`config.mk`:
```
export PLATFORM = sky130hd
export DESIGN_NAME = motor_drive_fault_protection
export DESIGN_NICKNAME = d
export VERILOG_FILES = /design/src/rtl/core/mdfp_pkg.sv /design/src/rtl/core/mdfp_cfg_regs.sv /design/src/rtl/core/mdfp_channel.sv /design/src/rtl/core/motor_drive_fault_protection.sv
export SDC_FILE = /design/constraint.sdc
export NUM_CORES = 1
export LEC_CHECK = 0
export ABC_CLOCK_PERIOD_IN_PS = 4250
export BUFFER_PORTS_ARGS = -buffer_cell sky130_fd_sc_hd__buf_4
export CAP_MARGIN = 10
export CORE_MARGIN = 2
export CORE_UTILIZATION = 58
export CTS_BUF_LIST = sky130_fd_sc_hd__clkbuf_4
export DETAILED_ROUTE_END_ITERATION = 10
export GPL_ROUTABILITY_DRIVEN = 0
export MAX_ROUTING_LAYER = met4
export PLACE_DENSITY = 0.79
export SETUP_SLACK_MARGIN = 0.02
export SLEW_MARGIN = 10
export SYNTH_ARGS = -nofsm -noshare
export SYNTH_HDL_FRONTEND = slang
export SYNTH_SLANG_ARGS = --single-unit
export TNS_END_PERCENT = 20
```
`constraint.sdc`:
```
create_clock -name aclk -period 4.25 [get_ports aclk]
set_input_delay 0.2125 -clock aclk [delete_from_list [all_inputs] [get_ports aclk]]
set_output_delay 0.2125 -clock aclk [all_outputs]
set_load 0.005 [all_outputs]
```
`src/rtl/core/mdfp_pkg.sv`:
```
// ----------------------------------------------------------------------------
// mdfp_pkg
// Shared types and constants for the motor drive fault protection block.
// ----------------------------------------------------------------------------
package mdfp_pkg;

    localparam int SAMPLE_W   = 16;
    localparam int LEVEL_W    = 16;
    localparam int CNT_CFG_W  = 16;
    localparam int CUR_W      = 15;
    localparam int NUM_CH     = 5;
    localparam int CFG_IDX_W  = 3;
    localparam int CFG_DATA_W = 32;

    localparam logic [CFG_IDX_W-1:0] REG_BUS_OV    = 3'd0;
    localparam logic [CFG_IDX_W-1:0] REG_BUS_UV    = 3'd1;
    localparam logic [CFG_IDX_W-1:0] REG_PCB_TEMP  = 3'd2;
    localparam logic [CFG_IDX_W-1:0] REG_MTR_TEMP  = 3'd3;
    localparam logic [CFG_IDX_W-1:0] REG_CUR_LIMIT = 3'd4;
    localparam logic [CFG_IDX_W-1:0] REG_FAST_CNT  = 3'd5;
    localparam logic [CFG_IDX_W-1:0] REG_SLOW_CNT  = 3'd6;

    localparam int CH_OV       = 0;
    localparam int CH_UV       = 1;
    localparam int CH_BOARD_OT = 2;
    localparam int CH_MOTOR_OT = 3;
    localparam int CH_OC       = 4;

    typedef struct packed {
        logic                       mode;
        logic signed [SAMPLE_W-1:0] bus_voltage;
        logic signed [SAMPLE_W-1:0] pcb_temp;
        logic signed [SAMPLE_W-1:0] mtr_temp;
        logic signed [SAMPLE_W-1:0] ph_current;
    } in_item_t;

    typedef struct packed {
        logic [NUM_CH-1:0] fault_bits;
        logic              enable_allowed;
    } out_item_t;

    typedef struct packed {
        logic [CFG_DATA_W-1:0] bus_ov_limits;
        logic [CFG_DATA_W-1:0] bus_uv_limits;
        logic [CFG_DATA_W-1:0] pcb_temp_limits;
        logic [CFG_DATA_W-1:0] mtr_temp_limits;
        logic [CUR_W-1:0]      current_limit;
        logic [CFG_DATA_W-1:0] fast_counts;
        logic [CFG_DATA_W-1:0] slow_counts;
    } cfg_t;

    typedef struct packed {
        logic upd;
        logic beyond;
        logic recov;
    } chan_ctl_t;

endpackage

```
`src/rtl/core/mdfp_cfg_regs.sv`:
```
// ----------------------------------------------------------------------------
// mdfp_cfg_regs
// Configuration register file: levels, current limit and debounce counts.
// ----------------------------------------------------------------------------
module mdfp_cfg_regs
    import mdfp_pkg::*;
(
    input  logic                  aclk,
    input  logic                  aresetn,
    input  logic                  cfg_valid,
    output logic                  cfg_ready,
    input  logic [CFG_IDX_W-1:0]  cfg_index,
    input  logic [CFG_DATA_W-1:0] cfg_data,
    output cfg_t                  cfg
);

    cfg_t cfg_reg;
    logic wr;

    assign cfg_ready = 1'b1;
    assign wr        = cfg_valid;
    assign cfg       = cfg_reg;

    always_ff @(posedge aclk) begin
        if (!aresetn) begin
            cfg_reg <= '0;
        end else if (wr) begin
            case (cfg_index)
                REG_BUS_OV:    cfg_reg.bus_ov_limits   <= cfg_data;
                REG_BUS_UV:    cfg_reg.bus_uv_limits   <= cfg_data;
                REG_PCB_TEMP:  cfg_reg.pcb_temp_limits <= cfg_data;
                REG_MTR_TEMP:  cfg_reg.mtr_temp_limits <= cfg_data;
                REG_CUR_LIMIT: cfg_reg.current_limit   <= cfg_data[CUR_W-1:0];
                REG_FAST_CNT:  cfg_reg.fast_counts     <= cfg_data;
                REG_SLOW_CNT:  cfg_reg.slow_counts     <= cfg_data;
                default: ;
            endcase
        end
    end

endmodule

```
`src/rtl/core/mdfp_channel.sv`:
```
// ----------------------------------------------------------------------------
// mdfp_channel
// One debounced fault channel: trip and recover counters plus fault flag.
// ----------------------------------------------------------------------------
module mdfp_channel
    import mdfp_pkg::*;
#(
    parameter int COUNT_WIDTH = 16
)
(
    input  logic                 aclk,
    input  logic                 aresetn,
    input  chan_ctl_t            ctl,
    input  logic [CNT_CFG_W-1:0] trig_cnt,
    input  logic [CNT_CFG_W-1:0] rec_cnt,
    output logic                 fault_next
);

    logic [COUNT_WIDTH-1:0] trip_reg, trip_next;
    logic [COUNT_WIDTH-1:0] rec_reg, rec_next;
    logic                   fault_reg;
    logic [COUNT_WIDTH-1:0] trip_bump, rec_bump;
    logic                   trip_hit, rec_hit;

    assign trip_bump = (trip_reg == '1) ? trip_reg
                     : trip_reg + {{(COUNT_WIDTH-1){1'b0}}, 1'b1};
    assign rec_bump  = (rec_reg == '1) ? rec_reg
                     : rec_reg + {{(COUNT_WIDTH-1){1'b0}}, 1'b1};
    assign trip_hit  = {{CNT_CFG_W{1'b0}}, trip_bump} >= {{COUNT_WIDTH{1'b0}}, trig_cnt};
    assign rec_hit   = {{CNT_CFG_W{1'b0}}, rec_bump} >= {{COUNT_WIDTH{1'b0}}, rec_cnt};

    always_comb begin
        trip_next  = trip_reg;
        rec_next   = rec_reg;
        fault_next = fault_reg;
        if (ctl.upd) begin
            if (ctl.beyond) begin
                trip_next = trip_bump;
                rec_next  = '0;
                if (trip_hit) begin
                    fault_next = 1'b1;
                end
            end else if (ctl.recov) begin
                if (fault_reg) begin
                    rec_next = rec_bump;
                    if (rec_hit) begin
                        fault_next = 1'b0;
                        trip_next  = '0;
                    end
                end else begin
                    trip_next = '0;
                end
            end
        end
    end

    always_ff @(posedge aclk) begin
        if (!aresetn) begin
            trip_reg  <= '0;
            rec_reg   <= '0;
            fault_reg <= 1'b0;
        end else begin
            trip_reg  <= trip_next;
            rec_reg   <= rec_next;
            fault_reg <= fault_next;
        end
    end

endmodule

```
`src/rtl/core/motor_drive_fault_protection.sv`:
```
// ----------------------------------------------------------------------------
// motor_drive_fault_protection
// Five-channel debounced fault detector with hysteresis for a motor drive.
// ----------------------------------------------------------------------------
// Each accepted item gives exactly one result item. An item is captured in an
// input register, then the channel compares and counter updates run and the
// fault bits land in the result register, so one item is taken every clock
// while the output is not stalled. A fast item (mode 0) checks bus over- and
// undervoltage; a slow item (mode 1) checks board and motor temperature and
// overcurrent, the latter with the fast counts. Write configuration only while
// idle.
// ----------------------------------------------------------------------------
module motor_drive_fault_protection
    import mdfp_pkg::*;
#(
    parameter int COUNT_WIDTH = 16
)
(
    input  logic                  aclk,
    input  logic                  aresetn,
    input  logic                  s_valid,
    output logic                  s_ready,
    input  in_item_t              s_item,
    output logic                  m_valid,
    input  logic                  m_ready,
    output out_item_t             m_item,
    input  logic                  cfg_valid,
    output logic                  cfg_ready,
    input  logic [CFG_IDX_W-1:0]  cfg_index,
    input  logic [CFG_DATA_W-1:0] cfg_data
);

    cfg_t                 cfg;
    in_item_t             in_item_reg;
    logic                 in_valid_reg;
    out_item_t            out_item_reg;
    logic                 out_valid_reg;
    logic                 advance;
    logic                 slow;
    logic [SAMPLE_W:0]    cur_mag;
    logic                 oc;
    chan_ctl_t            ctl [NUM_CH];
    logic [CNT_CFG_W-1:0] trig [NUM_CH];
    logic [CNT_CFG_W-1:0] rec [NUM_CH];
    logic [NUM_CH-1:0]    fault_next;

    mdfp_cfg_regs u_cfg (
        .aclk      (aclk),
        .aresetn   (aresetn),
        .cfg_valid (cfg_valid),
        .cfg_ready (cfg_ready),
        .cfg_index (cfg_index),
        .cfg_data  (cfg_data),
        .cfg       (cfg)
    );

    assign advance = in_valid_reg && (!out_valid_reg || m_ready);
    assign s_ready = !in_valid_reg || advance;
    assign slow    = in_item_reg.mode;

    assign cur_mag = in_item_reg.ph_current[SAMPLE_W-1]
                   ? -{in_item_reg.ph_current[SAMPLE_W-1], in_item_reg.ph_current}
                   : {1'b0, in_item_reg.ph_current};
    assign oc      = cur_mag > {{(SAMPLE_W+1-CUR_W){1'b0}}, cfg.current_limit};

    always_comb begin
        ctl[CH_OV].upd          = advance && !slow;
        ctl[CH_OV].beyond       = in_item_reg.bus_voltage
                                > $signed(cfg.bus_ov_limits[31:16]);
        ctl[CH_OV].recov        = in_item_reg.bus_voltage
                                < $signed(cfg.bus_ov_limits[15:0]);
        ctl[CH_UV].upd          = advance && !slow;
        ctl[CH_UV].beyond       = in_item_reg.bus_voltage
                                < $signed(cfg.bus_uv_limits[31:16]);
        ctl[CH_UV].recov        = in_item_reg.bus_voltage
                                > $signed(cfg.bus_uv_limits[15:0]);
        ctl[CH_BOARD_OT].upd    = advance && slow;
        ctl[CH_BOARD_OT].beyond = in_item_reg.pcb_temp
                                > $signed(cfg.pcb_temp_limits[31:16]);
        ctl[CH_BOARD_OT].recov  = in_item_reg.pcb_temp
                                < $signed(cfg.pcb_temp_limits[15:0]);
        ctl[CH_MOTOR_OT].upd    = advance && slow;
        ctl[CH_MOTOR_OT].beyond = in_item_reg.mtr_temp
                                > $signed(cfg.mtr_temp_limits[31:16]);
        ctl[CH_MOTOR_OT].recov  = in_item_reg.mtr_temp
                                < $signed(cfg.mtr_temp_limits[15:0]);
        ctl[CH_OC].upd          = advance && slow;
        ctl[CH_OC].beyond       = oc;
        ctl[CH_OC].recov        = !oc;

        trig[CH_OV]       = cfg.fast_counts[31:16];
        rec[CH_OV]        = cfg.fast_counts[15:0];
        trig[CH_UV]       = cfg.fast_counts[31:16];
        rec[CH_UV]        = cfg.fast_counts[15:0];
        trig[CH_BOARD_OT] = cfg.slow_counts[31:16];
        rec[CH_BOARD_OT]  = cfg.slow_counts[15:0];
        trig[CH_MOTOR_OT] = cfg.slow_counts[31:16];
        rec[CH_MOTOR_OT]  = cfg.slow_counts[15:0];
        trig[CH_OC]       = cfg.fast_counts[31:16];
        rec[CH_OC]        = cfg.fast_counts[15:0];
    end

    for (genvar i = 0; i < NUM_CH; i++) begin : g_ch
        mdfp_channel #(
            .COUNT_WIDTH (COUNT_WIDTH)
        ) u_ch (
            .aclk       (aclk),
            .aresetn    (aresetn),
            .ctl        (ctl[i]),
            .trig_cnt   (trig[i]),
            .rec_cnt    (rec[i]),
            .fault_next (fault_next[i])
        );
    end

    always_ff @(posedge aclk) begin
        if (!aresetn) begin
            in_valid_reg <= 1'b0;
        end else if (s_ready) begin
            in_valid_reg <= s_valid;
        end
        if (s_valid && s_ready) begin
            in_item_reg <= s_item;
        end
    end

    always_ff @(posedge aclk) begin
        if (!aresetn) begin
            out_valid_reg <= 1'b0;
        end else if (advance) begin
            out_valid_reg <= 1'b1;
        end else if (m_ready) begin
            out_valid_reg <= 1'b0;
        end
        if (advance) begin
            out_item_reg.fault_bits     <= fault_next;
            out_item_reg.enable_allowed <= (fault_next == '0);
        end
    end

    assign m_valid = out_valid_reg;
    assign m_item  = out_item_reg;

endmodule
```
Word-level counts from Yosys, hierarchy flattened
Cells that the tools add are included.

Output and inout bits: 9. Latch bits: 0. Word-level logic and storage cells: 195. Memories: 0. Memory bits (read-only): 0. Memory bits (writable): 0. Register bits: 445.

Order comparisons: 19. Multipliers: 0. Shift operators: 0. Mux-type cells: 75. Divide/modulo/power cells: 0. Reduce and logical (&&, ||, !) cells: 38. Add/sub/neg operators: 11. Bitwise operators: 0. Equality and inequality tests: 21.

Operators with widths (count): $mux 16 (43); $add 16x1->16 const B (10); $eq 16x16->1 const B (10); $ge 16x16->1 (10); $gt 16x16->1 (4); $lt 16x16->1 (4); $mux 1 (31); $reduce_and 3->1 (8); $reduce_bool 2->1 (10); $reduce_and 2->1 (9); $gt 17x15->1 (1); $mux 17 (1); $neg 17->17 (1); $ne 3x3->1 const B (5); $eq 3x3->1 const B (3); $eq 3x2->1 const B (2); $logic_not 5->1 (1); $logic_and 1x1->1 (4); $eq 3x1->1 const B (1); $logic_not 1->1 (3); $logic_not 3->1 (1); $logic_or 1x1->1 (2).

Logic depth before layout (Yosys ltp)
Gate-level depths: netlist (run 1).

Word-level depth: 9. Depth in mapped cells: 19.

Cells and area by module
Synthesis (run 1) repeated with hierarchy kept, for this count alone.

Cells, all modules: 3259. Area, all modules: 27861.7 um2.

Modules (own cells, without submodules): mdfp_channel (cells each 383, sequential area each 660.6 um2, times used 5, area an instance 2842.7 um2); mdfp_cfg_regs (cells each 715, sequential area each 4144.0 um2, times used 1, area an instance 7502.2 um2); motor_drive_fault_protection (cells each 629, sequential area each 2172.1 um2, times used 1, area an instance 6145.9 um2).

Worst setup path before layout (run 1)
Ideal clock, no wire load.

Path kind: register -> register. Start: register g_ch[1].u_ch.rec_reg[0]. End: register g_ch[1].u_ch.trip_reg[15]. Setup slack: 0.159 ns. Library setup time: 0.128 ns. Arrival: 3.964 ns. Stages on the path, launching flop included: 18. Required time: 4.122 ns. Buffers on the path: 1. Path through: dfxtp_1 > ha_1 > and3_1 > nand4_1 > nor3_1 > nor2_1 > and3_1 > xor2_1 > ha_1 > a21o_1 > a21o_1 > a21oi_1 > nor2_1 > or4_1 > a31oi_2 > buf_4 > mux2i_1 > nor2_1.

Cells in the longest elaborated chain, start to end: 5. Elaborated cells between the ends (all ways): 6. Those cells by class: add/sub (1); order compare (1); eq/ne (2); mux (1); reduce/logical (1).

Ends and longest elaborated chain: start, declared (line mdfp_channel.sv:20) `logic [COUNT_WIDTH-1:0] rec_reg, rec_next;`; start signal, assigned (line mdfp_channel.sv:64) `rec_reg <= rec_next;`; $add 16x1->16 / $eq 16x16->1 (equally long branches) (line mdfp_channel.sv:28, mdfp_channel.sv:27); $mux 16 * (line mdfp_channel.sv:27) `assign rec_bump = (rec_reg == '1) ? rec_reg`; $ge 16x16->1 * (line mdfp_channel.sv:30) `assign rec_hit = {{CNT_CFG_W{1'b0}}, rec_bump} >= {{COUNT_WIDTH{1'b0}}, rec_cnt};`; $ne 3x3->1 (no line) *; $reduce_and 3->1 (no line) *; end signal, assigned (line mdfp_channel.sv:63) `trip_reg <= trip_next;`; end, declared (line mdfp_channel.sv:19) `logic [COUNT_WIDTH-1:0] trip_reg, trip_next;`.

Every way passes the cells marked *; elsewhere a longest branch is shown, timed or not. A chain may end at the register's enable or synchronous reset.

Final worst setup path (run 1)
Start: register in_item_reg[5] (netlist bit). End: register out_item_reg (netlist bit m_item[0]) (data pin).

Cells in the longest elaborated chain, start to end: 6.

Ends and longest elaborated chain: start, declared (line motor_drive_fault_protection.sv:34) `in_item_t in_item_reg;`; start signal, assigned (line motor_drive_fault_protection.sv:123) `in_item_reg <= s_item;`; $neg 17->17 (line motor_drive_fault_protection.sv:62) `? -{in_item_reg.ph_current[SAMPLE_W-1], in_item_reg.ph_current}`; $mux 17 * (line motor_drive_fault_protection.sv:62); $gt 17x15->1 * (line motor_drive_fault_protection.sv:64) `assign oc = cur_mag > {{(SAMPLE_W+1-CUR_W){1'b0}}, cfg.current_limit};`; $mux 1 * (line mdfp_channel.sv:37) `if (ctl.beyond) begin`; $mux 1 * (line mdfp_channel.sv:36) `if (ctl.upd) begin`; via g_ch[4].u_ch.fault_next (line mdfp_channel.sv:16) `output logic fault_next`; $logic_not 5->1 * (line motor_drive_fault_protection.sv:137) `out_item_reg.enable_allowed <= (fault_next == '0);`; end, declared (line motor_drive_fault_protection.sv:36) `out_item_t out_item_reg;`.

Mark *: on every way through the listed nets, which the timed path passes. The rest lies on a longest branch.

==> results of run 1 <==
## placed cells by master (no fill, tap or decap), types with 16 or more instances in the layout
| cell | instances |
|---|---|
| clkinv_1 | 32 |
| dfxtp_1 | 366 |
| edfxtp_1 | 71 |
| a22oi_1 | 19 |
| nor2_1 | 173 |
| o211ai_1 | 20 |
| nand4_1 | 71 |
| nand3_1 | 103 |
| mux2_2 | 18 |
| nor3_1 | 54 |
| o21ai_0 | 104 |
| dlygate4sd3_1 | 160 |
| and4_1 | 16 |
| clkbuf_4 | 163 |
| a211oi_1 | 22 |
| a22o_1 | 28 |
| inv_1 | 232 |
| and3_1 | 37 |
| a31oi_1 | 18 |
| nand2b_1 | 33 |
| xnor2_1 | 80 |
| a21oi_1 | 367 |
| nor2b_1 | 35 |
| xor2_1 | 27 |
| and2_1 | 33 |
| o21a_1 | 22 |
| ha_1 | 309 |
| nand2_1 | 649 |
| buf_4 | 162 |
| a21o_1 | 35 |
| or2_2 | 17 |
## per-stage QoR
step	hold slack, ns	power (mW)	setup slack (ns)	TNS, ns
2_1_floorplan	0.3114	5.075	0.1589	0
3_3_place_gp	0.3905	5.425	0.1075	0
3_5_place_dp	0.3918	5.467	0.01353	0
4_1_cts	0.0009292	9.243	0.03018	0
5_1_grt	0.02943	9.680	-0.1007	-0.7006
6_report	0.05164	9.362	0.03046	0
## cell type report
class	count	area, µm²
Multi-Input combinational cell	2507	16040
Clock buffer	163	1224
Inverter	233	882.1
Timing Repair Buffer	329	2927
Tap cell	600	750.7
Sequential cell	445	9634
Clock inverter	44	215.2
Antenna cell	7	17.52
Fill cell	3492	13790
## per-layer routing
metal / track usage [%] / up-vias
li1: - / 12310
met1: 42.53 / 12440
met2: 56.71 / 1409
met3: 6.514 / 356
met4: 20.54 / 0
met5: - / -
## what timing repair did
item	4_1_cts	5_1_grt
buffers inserted	1	9
setup endpoints to repair	7	80
gates cloned	0	0
hold buffers	160	0
pin swaps	0	11
gates resized for setup	5	51
endpoints found under the hold margin	295	0
## cell families (layout without fill, tap and decap cells)
group / Yosys count / count (layout) / synth area share [%]
other: 1 / 8 / 0.01398
AO/OA/AOI/OAI: 748 / 748 / 17.09
AND/OR/NAND/NOR: 1311 / 1311 / 22.65
flip-flops: 445 / 445 / 35.86
adder cells (fa/ha/maj): 310 / 310 / 14.46
multiplexers: 28 / 28 / 1.129
buffers and inverters: 361 / 769 / 5.205
XOR/XNOR: 109 / 109 / 3.587
## final timing paths
| kind | depth (start not counted) | end | slack (ns) |
|---|---|---|---|
| worst max register to register | 15 | m_item[0]$_DFFE_PP_ | 0.03 |
| worst min register to register | 2 | u_cfg.cfg[47]$_SDFFE_PN0P_ | 0.46 |
| worst max-delay path | 15 | m_item[0]$_DFFE_PP_ | 0.03 |
| worst min-delay path | 2 | in_item_reg[58]$_DFFE_PP_ | 0.05 |
## power by group
part | internal [mW] | switching (mW)
Clock | 1.83 | 1.94
Combinational | 0.467 | 0.665
Sequential | 4.38 | 0.0865
Total | 6.67 | 2.69
==> impl_metrics.tcl, run 1 <==
set metrics [dict create \
    drc 0 \
    ir_worst_vdd_mv 0.3036 \
    period_share_pct 99.28 \
    timing.max_cap.violations 0 \
    wl_met2_um 38910 \
    async_flop_share_pct 0 \
    synth_ff_type "dfxtp_1" \
    synthDistinctLibCells 96 \
    drt-wirelength-per-cell_um 19.57 \
    crit_start "in_item_reg[5]$_DFFE_PP_" \
    finalHoldViolations 0 \
    synth_edf_count 71 \
    io_buffers 112 \
    final_core_util_pct 69.68 \
    cp.buffers_inverters 1 \
    max_freq_ghz 0.2370 \
    worstPathArrival_ns 4.89 \
    place_hpwl_um 54630 \
    routed_wl_um 84700 \
    cts_tree "done" \
    path_clk_slew_ns 0.08 \
    finClkSkew_ns 0.1261 \
    p_leak_nw 12.33 \
    largest_reg_flops 207 \
    setup_viol 0 \
    ys_seq_elements 445 \
    dieWidth_um 219.1 \
    grt_usage_pct 35.68 \
    hold_path_class "in2reg" \
    synth_area_leaders "dfxtp_1 28%, ha_1 14%, nand2_1 9.1%" \
    area_delta_synth_final_pct 18.13 \
    start_util_pct 58.98 \
    syn_area_mm2 0.02682 \
    cp-start-kind "flop" \
    status "finished, final reports clean" \
    drt-met1-wl_um 32710 \
    route.vias.total 26520 \
    cp_max_fo 4 \
    root_buffer "clkbuf_4" \
    ioPinCount 114 \
    end_kind "flop" \
    placed_area_mm2 0.02831 \
    synth_top_area_share_pct 27.91 \
    clock_path_buffers 3 \
    first_iter_violations 2384 \
    path_delay_family "simple AND/OR/NAND/NOR gates" \
    rows 78 \
    crit_type "reg2reg" \
    core_mm2 0.04548 \
    power_density_mw_per_mm2 295.5 \
    period_needed_ns 4.220 \
    layout.nets 4045 \
    first_pass_iters 8 \
    grt_pass1_wl_um 132100 \
    grt_antenna_before_repair 5 \
    routed.top_layer "met4" \
    r2r_start "in_item_reg[5]$_DFFE_PP_" \
    place_inst 3943 \
    fp.dieH_um 219.1 \
    yosys_warnings 0 \
    ys_seq_area_share_pct 35.86 \
    wl_met3_um 8191 \
    cts_sinks 445 \
    vias_per_cell 6.128 \
    die_area_mm2 0.04799 \
    gr-total-overflow 0 \
    drive_gt1_share_pct 12.20 \
    tightest_slew_ns 1.267 \
    yosysTopAreaCell "dfxtp_1" \
    slowest_stage "edfxtp_1" \
    synth.net_count 3728 \
    grt_pass1_vias 25930 \
    cp_cell_sequence "nor4_4 -> nand2_2 -> or4_4 -> o41ai_4 -> xnor2_1 -> ha_1 -> nand4_1 -> nor2_1 -> a211o_1 -> o31ai_2 -> buf_4 -> nand2_4 -> o41a_1 -> o22a_4 -> nor4b_4" \
    critPathMaxStageDelay_ns 0.51 \
    slew_viol_final 0 \
    cts_buffers 114 \
    synth_common_cells "650 x nand2_1, 374 x dfxtp_1, 370 x a21oi_1" \
    fin_area_mm2 0.03169 \
    syn_inst 3313 \
    hold_start "s_item[58]" \
    grt_max_degree 161 \
    ant_nets 0 \
    syn-mean-instance-area_um2 8.097 \
    slew_headroom_pct 15.32 \
    htreeDepth 3 \
    cp.required_ns 4.92 \
    synth_most_common_cell "nand2_1" \
    instances_no_fill 4328 \
    clock_latency_ns 0.96 \
]
Power figures use the tool's default switching activity.
==> run 2, diff against run 1 <==
--- a/config.mk
+++ b/config.mk
@@ -5,17 +5,18 @@
 export SDC_FILE = /design/constraint.sdc
 export NUM_CORES = 1
 export LEC_CHECK = 0
-export ABC_CLOCK_PERIOD_IN_PS = 4250
+export ABC_CLOCK_PERIOD_IN_PS = 4600
 export BUFFER_PORTS_ARGS = -buffer_cell sky130_fd_sc_hd__buf_4
 export CAP_MARGIN = 10
 export CORE_MARGIN = 2
-export CORE_UTILIZATION = 58
+export CORE_UTILIZATION = 60
 export CTS_BUF_LIST = sky130_fd_sc_hd__clkbuf_4
 export DETAILED_ROUTE_END_ITERATION = 10
 export GPL_ROUTABILITY_DRIVEN = 0
 export MAX_ROUTING_LAYER = met4
-export PLACE_DENSITY = 0.79
+export PLACE_DENSITY = 0.78
 export SETUP_SLACK_MARGIN = 0.02
+export SKIP_LAST_GASP = 1
 export SLEW_MARGIN = 10
 export SYNTH_ARGS = -nofsm -noshare
 export SYNTH_HDL_FRONTEND = slang
==> constraint.sdc (replaced) <==
create_clock -name aclk -period 4.6 [get_ports aclk]
set_input_delay 0.46 -clock aclk [delete_from_list [all_inputs] [get_ports aclk]]
set_output_delay 0.46 -clock aclk [all_outputs]
set_load 0.005 [all_outputs]
==> run 2 against run 1 <==
  * Non-clock buffer count decreased by 82
  * Sequential power decreased by 7.6%
  * Global-route usage decreased by 1.0 points
  * Clock-buffer cell count increased by 16
  * Critical endpoint is now g_ch[0].u_ch.trip_reg[0]$_SDFFE_PN0P_
  * Critical path depth increased by 1
  * Die area decreased by 3.3%
  * Combinational power decreased by 16%
  * Sequential share of layout area increased by 0.86 points
  * Critical path type unchanged
  * Cell count decreased by 2.2%
==> impl_metrics.tcl, run 2 (synthesized netlist as in run 1, its figures left out) <==
set metrics [dict create \
    io_buffers 112 \
    finClkSkew_ns 0.07121 \
    drive_gt1_share_pct 11.38 \
    cp_max_fo 21 \
    gr-max-usage-layer "met2" \
    area_delta_synth_final_pct 14.72 \
    power.internal_mw 6.246 \
    start_util_pct 60.66 \
    ant_nets 0 \
    fp.dieH_um 215.4 \
    rsz0062_at_grt "yes" \
    die_area_mm2 0.04641 \
    cts_buffers 118 \
    vias_per_cell 6.046 \
    htreeDepth 3 \
    first_iter_violations 2364 \
    worstPathArrival_ns 5.18 \
    layout.nets 3967 \
    cts_tree "done" \
    routed_wl_um 79160 \
    switching_share_pct 27.62 \
    max_freq_ghz 0.2285 \
    route.vias.total 25590 \
    hold_start "cfg_index[0]" \
    setup_viol 0 \
    clock_path_buffers 3 \
    met3_usage_pct 6.455 \
    first_pass_iters 8 \
    whs_ns 0.1249 \
    grt_usage_pct 34.67 \
    grt_pass1_wl_um 126300 \
    rows 77 \
    use_met1_pct 42.82 \
    cts_sinks 445 \
    dieWidth_um 215.4 \
    core_mm2 0.04422 \
    pre_cts_slack_ns 0.1924 \
    final_cell_mix "650 x nand2_1, 373 x dfxtp_1, 370 x a21oi_1" \
    root_buffer "clkbuf_4" \
    slew_headroom_pct 23.17 \
    end_kind "flop" \
    crit_type "reg2reg" \
    hold_path_class "in2reg" \
    drt-wirelength-per-cell_um 18.70 \
    p_sw_mw 2.384 \
    seq_power_share_pct 47.8 \
    grt_pass1_vias 25150 \
    largest_reg_flops 207 \
    r2r_start "g_ch[0].u_ch.rec_reg[5]$_SDFFE_PN0P_" \
    grt_antenna_before_repair 2 \
    ioPinCount 114 \
    grt_max_degree 157 \
    p_leak_nw 11.94 \
    fill_cells 3437 \
    cp.required_ns 5.41 \
    slew_viol_final 0 \
    finalHoldViolations 0 \
    tightest_slew_ns 1.150 \
    cp-start-kind "flop" \
    p_clk_share_pct 41.2 \
    gr-total-overflow 0 \
    min_path_cells 5 \
    period_share_pct 95.16 \
    timing.max_cap.violations 0 \
    final_common_cell "nand2_1" \
    grtUsageMet2_pct 54.62 \
    period_needed_ns 4.377 \
    ir_worst_vdd_mv 0.3227 \
    pwr-share-comb_pct 11.0 \
    clock_latency_ns 0.92 \
    drc 0 \
    min_to "u_cfg.cfg[81]$_SDFFE_PN0P_" \
    status "finished, final reports clean" \
    path_clk_slew_ns 0.08 \
    timing.rr.end "g_ch[0].u_ch.trip_reg[0]$_SDFFE_PN0P_" \
    fin_ws_ns 0.2228 \
    r2r_cells 16 \
    rrSetupSlack_ns 0.22 \
    power_density_mw_per_mm2 280.4 \
    place_hpwl_um 53920 \
]
==> run 2: worst max path at each step <==
stage | from | endpoint | slack, ns
after floorplan | g_ch[1].u_ch.rec_reg[0]$_SDFFE_PN0P_ | g_ch[1].u_ch.trip_reg[15]$_SDFFE_PN0P_ | 0.51
after global placement | g_ch[1].u_ch.rec_reg[0]$_SDFFE_PN0P_ | g_ch[1].u_ch.trip_reg[5]$_SDFFE_PN0P_ | 0.39
after detailed placement | in_item_reg[4]$_DFFE_PP_ | g_ch[4].u_ch.rec_reg[3]$_SDFFE_PN0P_ | 0.19
after CTS | in_item_reg[4]$_DFFE_PP_ | g_ch[4].u_ch.rec_reg[3]$_SDFFE_PN0P_ | 0.14
after global routing | g_ch[1].u_ch.rec_reg[1]$_SDFFE_PN0P_ | g_ch[1].u_ch.trip_reg[6]$_SDFFE_PN0P_ | -0.02
final | g_ch[0].u_ch.rec_reg[5]$_SDFFE_PN0P_ | g_ch[0].u_ch.trip_reg[0]$_SDFFE_PN0P_ | 0.22
==> run 2: worst max-delay path, cell delays in order (launching register included) <==
cell	delay (ns)
dfxtp_1	0.41
nand2_1	0.15
or4_4	0.57
or3_1	0.48
nand4_1	0.21
or2_1	0.16
nor2_1	0.05
or2_2	0.28
ha_1	0.31
a211oi_1	0.23
o211ai_1	0.15
a221oi_1	0.41
o211ai_1	0.18
a22oi_2	0.17
buf_4	0.26
a22o_1	0.18
a21o_1	0.10
==> run 2: power by group through the flow <==
stage | Combinational, mW | Sequential [mW] | Clock, mW
after global placement | 0.802 | 4.20 | 0
after floorplan | 0.515 | 4.17 | 0
final | 0.952 | 4.12 | 3.56
after CTS | 0.912 | 4.12 | 3.57
after detailed placement | 0.838 | 4.20 | 0
after global routing | 1.03 | 4.13 | 3.80
==> run 2: timing repair <==
item,CTS,global route
setup buffers,0,2
resized for setup,0,9
endpoints found under the setup margin,0,43
hold buffers,101,0
endpoints found under the hold margin,285,0
==> run 2: layout make-up <==
cell class                 instances  area (µm²)  share of cell area, %
multi-input combinational       2507       15870                  51.57
clock inverter                    27       156.4                 0.5082
clock buffer                     179        1344                  4.367
antenna                            3       7.507                0.02440
inverter                         233       882.1                  2.866
sequential                       445        9620                  31.26
tap                              592       740.7                  2.407
timing repair buffer             247        2152                  6.993
==> run 2: routing by layer <==
layer,part of all wire [%],vias up
li1,-,12180
met1,40,11960
met2,45,1159
met3,9.1,305
met4,5.0,0
met5,0,-
==> run 2: stage by stage <==
step           cell area [µm²]   TNS, ns  std cells  utilization, %  total power [mW]
2_1_floorplan            26820         0       3313               -             4.689
3_3_place_gp             28180         0       3920           63.72             5.002
3_5_place_dp             28180         0       3920           63.72             5.041
4_1_cts                  30690         0       4227           69.39             8.604
5_1_grt                  30770  -0.03987       4233           69.59             8.959
6_report                 30770         0       4233           69.59             8.630
